$ cat config.mk
export PLATFORM = sky130hd
export DESIGN_NAME = self_blend_pixel_compositor
export DESIGN_NICKNAME = d
export VERILOG_FILES = /design/src/sv/spc_pkg.sv /design/src/sv/spc_pipe_ctrl.sv /design/src/sv/spc_lane.sv /design/src/sv/self_blend_pixel_compositor.sv
export SDC_FILE = /design/constraint.sdc
export NUM_CORES = 2
export LEC_CHECK = 0
export BUFFER_PORTS_ARGS = -buffer_cell sky130_fd_sc_hd__buf_4
export CORE_MARGIN = 1
export CORE_UTILIZATION = 45
export CTS_CLUSTER_SIZE = 20
export DETAILED_ROUTE_END_ITERATION = 12
export HOLD_SLACK_MARGIN = 0.1
export RECOVER_POWER = 25
export SLEW_MARGIN = 10
export SYNTH_ARGS = -nofsm -noshare
export SYNTH_HDL_FRONTEND = slang
export SYNTH_SLANG_ARGS = --single-unit
$ cat constraint.sdc
create_clock -name clk -period 7.7 [get_ports clk]
set_clock_uncertainty 0.05 [all_clocks]
set_input_delay 0.77 -clock clk [delete_from_list [all_inputs] [get_ports clk]]
set_output_delay 0.77 -clock clk [all_outputs]
set_load 0.05 [all_outputs]
$ cat src/sv/spc_pkg.sv
`timescale 1ns / 1ps

package spc_pkg;

    localparam int SPC_STAGES = 5;

    localparam logic [16:0] MIX_ONE = 17'd65536;
    localparam logic [16:0] FULL_SQ = 17'd65025;
    localparam logic signed [35:0] HALF_DENOM = 36'sd8355840;
    localparam logic [15:0] RECIP_255 = 16'd32897;

    typedef enum logic [3:0] {
        MODE_IN_FRONT   = 4'd0,
        MODE_BEHIND     = 4'd1,
        MODE_ADD        = 4'd2,
        MODE_MULTIPLY   = 4'd3,
        MODE_SCREEN     = 4'd4,
        MODE_OVERLAY    = 4'd5,
        MODE_HARD_LIGHT = 4'd6,
        MODE_SOFT_LIGHT = 4'd7,
        MODE_DIFFERENCE = 4'd8,
        MODE_STENCIL    = 4'd9,
        MODE_SILHOUETTE = 4'd10
    } layer_mode_t;

    typedef enum logic [1:0] {
        CFG_LAYER_MODE  = 2'd0,
        CFG_MIX_AMOUNT  = 2'd1,
        CFG_COLOUR_ONLY = 2'd2
    } cfg_index_t;

    typedef enum logic [2:0] {
        TGT_IDENT,
        TGT_ADD,
        TGT_MUL,
        TGT_SCREEN,
        TGT_OVERLAY,
        TGT_ZERO,
        TGT_SILH
    } target_kind_t;

    typedef struct packed {
        logic [7:0] red_in;
        logic [7:0] green_in;
        logic [7:0] blue_in;
        logic [7:0] alpha_in;
    } pixel_in_t;

    typedef struct packed {
        logic [7:0] red_out;
        logic [7:0] green_out;
        logic [7:0] blue_out;
        logic [7:0] alpha_out;
    } pixel_out_t;

    typedef struct packed {
        logic [SPC_STAGES-1:0] en;
    } pipe_ctl_t;

endpackage

$ cat src/sv/spc_pipe_ctrl.sv
`timescale 1ns / 1ps

module spc_pipe_ctrl (
    input  logic              clk,
    input  logic              rst_n,
    input  logic              in_valid,
    output logic              in_ready,
    output logic              out_valid,
    input  logic              out_ready,
    output spc_pkg::pipe_ctl_t ctl
);
    import spc_pkg::*;

    logic [SPC_STAGES-1:0] valid_reg;
    logic [SPC_STAGES-1:0] valid_next;
    logic [SPC_STAGES-1:0] en;

    // advance a stage when it is empty or its successor advances
    always_comb
    begin
        en[SPC_STAGES-1] = !valid_reg[SPC_STAGES-1] || out_ready;
        for (int k = SPC_STAGES - 2; k >= 0; k--)
        begin
            en[k] = !valid_reg[k] || en[k+1];
        end
    end

    always_comb
    begin
        valid_next = valid_reg;
        if (en[0])
        begin
            valid_next[0] = in_valid;
        end
        for (int k = 1; k < SPC_STAGES; k++)
        begin
            if (en[k])
            begin
                valid_next[k] = valid_reg[k-1];
            end
        end
    end

    always_ff @(posedge clk or negedge rst_n)
    begin
        if (!rst_n)
        begin
            valid_reg <= '0;
        end
        else
        begin
            valid_reg <= valid_next;
        end
    end

    assign in_ready  = en[0];
    assign out_valid = valid_reg[SPC_STAGES-1];
    assign ctl.en    = en;

endmodule

$ cat src/sv/spc_lane.sv
`timescale 1ns / 1ps

module spc_lane (
    input  logic                 clk,
    input  spc_pkg::pipe_ctl_t   ctl,
    input  spc_pkg::target_kind_t kind,
    input  logic [16:0]          mix,
    input  logic [7:0]           chan_in,
    output logic [7:0]           chan_out
);
    import spc_pkg::*;

    logic [7:0]          inv1;
    logic [7:0]          mul_a;
    logic [7:0]          mul_b;
    logic [15:0]         prod1_next;
    logic [15:0]         prod1_reg;
    logic [7:0]          c1_reg;
    target_kind_t        kind1_reg;

    logic [15:0]         base2;
    logic [7:0]          add_sat2;
    logic [15:0]         add_tgt2;
    logic [16:0]         tgt2;
    logic signed [17:0]  d2_next;
    logic signed [17:0]  d2_reg;
    logic [7:0]          c2_reg;

    logic signed [35:0]  p3_next;
    logic signed [35:0]  p3_reg;
    logic [7:0]          c3_reg;

    logic [15:0]         base4;
    logic signed [35:0]  num4;
    logic [15:0]         q4_next;
    logic [15:0]         q4_reg;

    logic [31:0]         prod5;
    logic [7:0]          out5_next;
    logic [7:0]          out5_reg;

    // stage 1: square or c*(255-c) term of the blend target
    always_comb
    begin
        inv1 = 8'hFF - chan_in;
        mul_a = chan_in;
        mul_b = chan_in;
        case (kind)
            TGT_SCREEN:
            begin
                mul_a = inv1;
                mul_b = inv1;
            end
            TGT_OVERLAY:
            begin
                if (chan_in[7])
                begin
                    mul_a = inv1;
                    mul_b = inv1;
                end
            end
            TGT_SILH:
            begin
                mul_b = inv1;
            end
            default:
            begin
                mul_a = chan_in;
                mul_b = chan_in;
            end
        endcase
        prod1_next = mul_a * mul_b;
    end

    always_ff @(posedge clk)
    begin
        if (ctl.en[0])
        begin
            prod1_reg <= prod1_next;
            c1_reg    <= chan_in;
            kind1_reg <= kind;
        end
    end

    // stage 2: target in units of 1/255, minus 255c
    always_comb
    begin
        base2    = {c1_reg, 8'd0} - {8'd0, c1_reg};
        add_sat2 = c1_reg[7] ? 8'hFF : {c1_reg[6:0], 1'b0};
        add_tgt2 = {add_sat2, 8'd0} - {8'd0, add_sat2};
        case (kind1_reg)
            TGT_ADD:     tgt2 = {1'b0, add_tgt2};
            TGT_MUL:     tgt2 = {1'b0, prod1_reg};
            TGT_SILH:    tgt2 = {1'b0, prod1_reg};
            TGT_SCREEN:  tgt2 = FULL_SQ - {1'b0, prod1_reg};
            TGT_OVERLAY: tgt2 = c1_reg[7] ? FULL_SQ - {prod1_reg, 1'b0}
                                          : {prod1_reg, 1'b0};
            TGT_ZERO:    tgt2 = '0;
            default:     tgt2 = {1'b0, base2};
        endcase
        d2_next = $signed({1'b0, tgt2}) - $signed({2'b0, base2});
    end

    always_ff @(posedge clk)
    begin
        if (ctl.en[1])
        begin
            d2_reg <= d2_next;
            c2_reg <= c1_reg;
        end
    end

    // stage 3: scale by mix
    assign p3_next = d2_reg * $signed({1'b0, mix});

    always_ff @(posedge clk)
    begin
        if (ctl.en[2])
        begin
            p3_reg <= p3_next;
            c3_reg <= c2_reg;
        end
    end

    // stage 4: add back 255c, round, drop the Q0.16 fraction
    assign base4   = {c3_reg, 8'd0} - {8'd0, c3_reg};
    assign num4    = $signed({4'd0, base4, 16'd0}) + p3_reg + HALF_DENOM;
    assign q4_next = num4[31:16];

    always_ff @(posedge clk)
    begin
        if (ctl.en[3])
        begin
            q4_reg <= q4_next;
        end
    end

    // stage 5: divide by 255 through the reciprocal
    assign prod5     = q4_reg * RECIP_255;
    assign out5_next = prod5[30:23];

    always_ff @(posedge clk)
    begin
        if (ctl.en[4])
        begin
            out5_reg <= out5_next;
        end
    end

    assign chan_out = out5_reg;

endmodule

$ cat src/sv/self_blend_pixel_compositor.sv
`timescale 1ns / 1ps
// Throughput: one beat per cycle unless out_ready stalls the pipe;
// five register stages per channel (square, target, mix multiply,
// round, divide by 255).
// Reset: asynchronous active-low; clears stage valid bits and sets
// the layer mode to in-front, mix_amount to full, colour_only off.

module self_blend_pixel_compositor (
    input  logic                clk,
    input  logic                rst_n,
    input  logic                in_valid,
    output logic                in_ready,
    input  spc_pkg::pixel_in_t  in_data,
    output logic                out_valid,
    input  logic                out_ready,
    output spc_pkg::pixel_out_t out_data,
    input  logic                wr_en,
    input  logic [1:0]          wr_index,
    input  logic [16:0]         wr_data
);
    import spc_pkg::*;

    logic [3:0]   layer_mode_reg;
    logic [16:0]  mix_amount_reg;
    logic         colour_only_reg;

    layer_mode_t  mode_eff;
    logic [16:0]  mix_eff;
    logic [16:0]  mix_alpha;
    target_kind_t colour_kind;
    target_kind_t alpha_kind;
    pipe_ctl_t    ctl;

    always_ff @(posedge clk or negedge rst_n)
    begin
        if (!rst_n)
        begin
            layer_mode_reg  <= MODE_IN_FRONT;
            mix_amount_reg  <= MIX_ONE;
            colour_only_reg <= 1'b0;
        end
        else if (wr_en)
        begin
            case (wr_index)
                CFG_LAYER_MODE:  layer_mode_reg  <= wr_data[3:0];
                CFG_MIX_AMOUNT:  mix_amount_reg  <= wr_data;
                CFG_COLOUR_ONLY: colour_only_reg <= wr_data[0];
                default:         ;
            endcase
        end
    end

    // saturate mode and mix
    always_comb
    begin
        if (layer_mode_reg > MODE_SILHOUETTE)
        begin
            mode_eff = MODE_SILHOUETTE;
        end
        else
        begin
            mode_eff = layer_mode_t'(layer_mode_reg);
        end
        mix_eff   = (mix_amount_reg > MIX_ONE) ? MIX_ONE : mix_amount_reg;
        mix_alpha = colour_only_reg ? '0 : mix_eff;
    end

    always_comb
    begin
        case (mode_eff)
            MODE_ADD:        colour_kind = TGT_ADD;
            MODE_MULTIPLY:   colour_kind = TGT_MUL;
            MODE_SCREEN:     colour_kind = TGT_SCREEN;
            MODE_OVERLAY:    colour_kind = TGT_OVERLAY;
            MODE_DIFFERENCE: colour_kind = TGT_ZERO;
            default:         colour_kind = TGT_IDENT;
        endcase
        case (mode_eff)
            MODE_STENCIL:    alpha_kind = TGT_MUL;
            MODE_SILHOUETTE: alpha_kind = TGT_SILH;
            default:         alpha_kind = TGT_IDENT;
        endcase
    end

    spc_pipe_ctrl u_ctrl (
        .clk       (clk),
        .rst_n     (rst_n),
        .in_valid  (in_valid),
        .in_ready  (in_ready),
        .out_valid (out_valid),
        .out_ready (out_ready),
        .ctl       (ctl)
    );

    spc_lane u_red (
        .clk      (clk),
        .ctl      (ctl),
        .kind     (colour_kind),
        .mix      (mix_eff),
        .chan_in  (in_data.red_in),
        .chan_out (out_data.red_out)
    );

    spc_lane u_green (
        .clk      (clk),
        .ctl      (ctl),
        .kind     (colour_kind),
        .mix      (mix_eff),
        .chan_in  (in_data.green_in),
        .chan_out (out_data.green_out)
    );

    spc_lane u_blue (
        .clk      (clk),
        .ctl      (ctl),
        .kind     (colour_kind),
        .mix      (mix_eff),
        .chan_in  (in_data.blue_in),
        .chan_out (out_data.blue_out)
    );

    spc_lane u_alpha (
        .clk      (clk),
        .ctl      (ctl),
        .kind     (alpha_kind),
        .mix      (mix_alpha),
        .chan_in  (in_data.alpha_in),
        .chan_out (out_data.alpha_out)
    );

endmodule

==> reports/qor.log <==
[setup_path] element type at the critical path end flip-flop
[setup_path] Crit Path Class flip-flop to flip-flop
[clock_tree] clock tree root driver cell clkbuf_16
[setup_path] Critical R2R Launch mix_amount_reg[8]
[synthesis] cell types with the largest area share after synthesis fa_1 32%, edfxtp_1 15%, ha_1 15%, inv_1 8.9%, nand2_1 4.7%
[synthesis] cell type with the largest total area after synthesis fa_1
[floorplanning] number of standard-cell rows in the floorplan 153
[clock_tree] clock tree from TritonCTS yes
[global_route] initial antenna violation count 8
[hold_path] worst min-delay path class input port to flip-flop
[sta] final hold violation count 0
[setup_path] Worst path slowest cell fa_1
[outcome] result of the run finished, violations left
[floorplanning] die outline height 421.8 µm
[sta] Max Fclk 133.6 MHz
[drt] via count 57630
[clock_tree] Num CTS Buffers 52
[global_route] total global routing overflow 0
[sta] setup-violating endpoint count in the final report 0
[setup_path] slowest stage delay, CP 540 ps
[drt] violation count after the first detailed-routing iteration 3823
[setup_path] Worst Path Arrival 7840 ps
[placement] HPWL after DPL 165.3 mm
[final_layout] commonest non-fill, non-tap cells in the layout 1888 x inv_1, 1272 x fa_1, 988 x nand2_1
[clock_tree] level count of the clock H-tree 2
[sta] tightest hold margin 233.9 ps
[drt] final routed wire length divided by cell count 18.30 µm
[synthesis] fraction of the yosys area taken by sequential cells 16.04%
[global_route] total routing usage reported by global routing 23.21%
[synthesis] predominant post-synthesis flop cell edfxtp_1
[clock_tree] Longest Clk Path Bufs 3
[floorplanning] Boundary Pins 90
[global_route] most used routing layer in global routing met2
[synthesis] post-synth cell types 86
[global_route] global routing usage on met3 2.537%
[global_route] largest net degree at the start of global routing 112
[synthesis] Avg Inst Size Synth 9.196 µm²
[global_route] met2 usage in global routing 38.42%
[job] reported max-cap violation count 4
[clock_tree] Worst-Skew Late Latency 680 ps
[global_route] met1 track utilization from global routing 31.85%
[final_layout] commonest non-fill, non-tap cell in the layout inv_1
[clock_tree] Worst-path clk slew 60 ps
[placement] Buffers on Ports 89
[setup_path] critical path startpoint mix_amount_reg[8]
[setup_path] Critical Path Source Type flip-flop
[hold_path] HP Start in_valid
[final_layout] layout overhead on the synthesized area 7.435%
[synthesis] number of enable-type register cells in the synthesized netlist 401
[synthesis] flops & latches, synth 428
[clock_tree] clock tree sinks 428
[floorplanning] starting density of the core 45.48%
[synthesis] proportion of register bits with asynchronous set or reset after synthesis 6.308%
[drt] Residual DRC 0
[sta] max-slew violations 150
[outcome] violated checks capacitance limit, slew limit
[setup_path] cell repeated most along the worst path fa_1
[setup_path] Data required, critical path 8050 ps
[synthesis] Gate Count Post-Synth 8625
[drt] Routed Antenna Nets 0
[sta] worst relative slew slack -124.4%
[synthesis] synthesized netlist net count 10880
[synthesis] total number of yosys warnings 0
[drt] vias per cell 5.237
[global_route] number of global-route vias before repair 60270
[final_layout] final net count 10890
[synthesis] Syn Std Cell Area 79310 µm²
[drt] Detailed Route WL 201.4 mm
[global_route] wire length of the first global-routing pass 328.9 mm
[floorplanning] overall die area 177900 µm²
[setup_path] biggest fanout along the worst timing path 15
[floorplanning] Die Wd 421.8 µm
[placement] Final Wtd Congestion 0.9141
[synthesis] share of the synthesized area in the top cell type 32.11%
[floorplanning] floorplan core area 174400 µm²
[sta] minimum period implied by the final worst setup slack 7485 ps
[final_layout] ratio of cells with drive above 1 in the final layout 5.278%
[sta] post-route clock period utilization 97.21%
[sta] actual transition at the worst max-transition pin 3367 ps
[drt] first-pass iteration count of the detailed router 6
[final timing paths]
path | endpoint | slack, ps | cells after the start
max reg2reg | u_blue.p3_reg[31] | 210 | 28
max in group asynchronous | mix_amount_reg[9] | 5290 | 2
min reg2reg | u_red.c3_reg[5] | 370 | 0
max | u_blue.p3_reg[31] | 210 | 28
min | u_ctrl.valid_reg[0] | 230 | 2
min in group asynchronous | u_ctrl.valid_reg[4] | 1130 | 2
[cell type report]
type                       instances  area [µm²]
tap                             2325        2909
timing repair buffer             300        2336
sequential                       428       12720
clock inverter                    34       366.6
fill                           16410       89180
antenna                            4       10.01
clock buffer                      62        1411
inverter                        1890        7094
multi-input combinational       5963       58370
[kinds of logic after synthesis]
| family | Yosys count | synth area share (%) |
|---|---|---|
| flip-flops | 428 | 16.04 |
| AO/OA/AOI/OAI | 864 | 6.913 |
| buffers and inverters | 2235 | 10.59 |
| XOR/XNOR | 415 | 4.583 |
| adder cells (fa/ha/maj) | 2196 | 46.68 |
| multiplexers | 44 | 0.6026 |
| AND/OR/NAND/NOR | 2443 | 14.60 |
[routing by layer]
metal  part of all wire [%]  vias up  wire (µm)
met4                    3.5        2       7071
met2                     47     1455      94250
met3                    5.4      289      10890
met1                     44    28910      89230
li1                       -    26970          -
met5                 0.0065        -         13
[metrics by stage]
stage / std cells / worst slack (ps) / utilization [%] / setup TNS, ps / cell area [µm²]
after floorplan: 8625 / 179.1 / - / 0 / 79310
after global placement: 10900 / -20.88 / 47.85 / -34.47 / 83450
after detailed placement: 10900 / -140.4 / 47.85 / -239.2 / 83450
after CTS: 10990 / 10.63 / 48.88 / 0 / 85240
after global routing: 11000 / -32.25 / 48.86 / -121.7 / 85200
final: 11010 / 214.8 / 48.86 / 0 / 85210
[Yosys cell counts (all sizes together), types with 8 or more instances]
library cell,instances
inv,1888
fa,1272
nand2,991
ha,924
nor2,434
edfxtp,401
clkbuf,318
xnor2,309
and2,278
o21ai,262
and3,239
a21oi,232
nor2b,126
xor2,106
nor3,102
nand2b,77
nand3,74
a21o,49
a211oi,36
a21boi,33
mux2,30
o21a,29
or3,28
buf,27
dfrtp,26
o31ai,26
o22ai,23
o211ai,22
nor4,21
or2,20
a31oi,19
nand4,19
a221oi,16
mux2i,14
a22oi,13
o21bai,12
o221ai,12
o41ai,9
or4,9
a211o,8
nor3b,8
[worst max-delay path, delay by kind of cell, from the launching register on]
| family | cells | cell delay [ps] |
|---|---|---|
| AO/OA/AOI/OAI | 7 | 1160 |
| XOR/XNOR | 1 | 140 |
| adder cells (fa/ha/maj) | 7 | 3280 |
| buffers and inverters | 7 | 940 |
| flip-flops | 1 | 400 |
| AND/OR/NAND/NOR | 6 | 1250 |
[what timing repair did]
action / in CTS / in global routing
setup buffers: 0 / 8
hold buffers: 1 / 0
hold endpoints to repair: 26 / 0
resized for setup: 1 / 14
pin swaps: 0 / 5
cloned: 0 / 1
setup endpoints to repair: 2 / 36
Power is left out: the tool's default activity adds up to more than one toggle a clock period on the data nets, which glitch-free logic cannot reach.
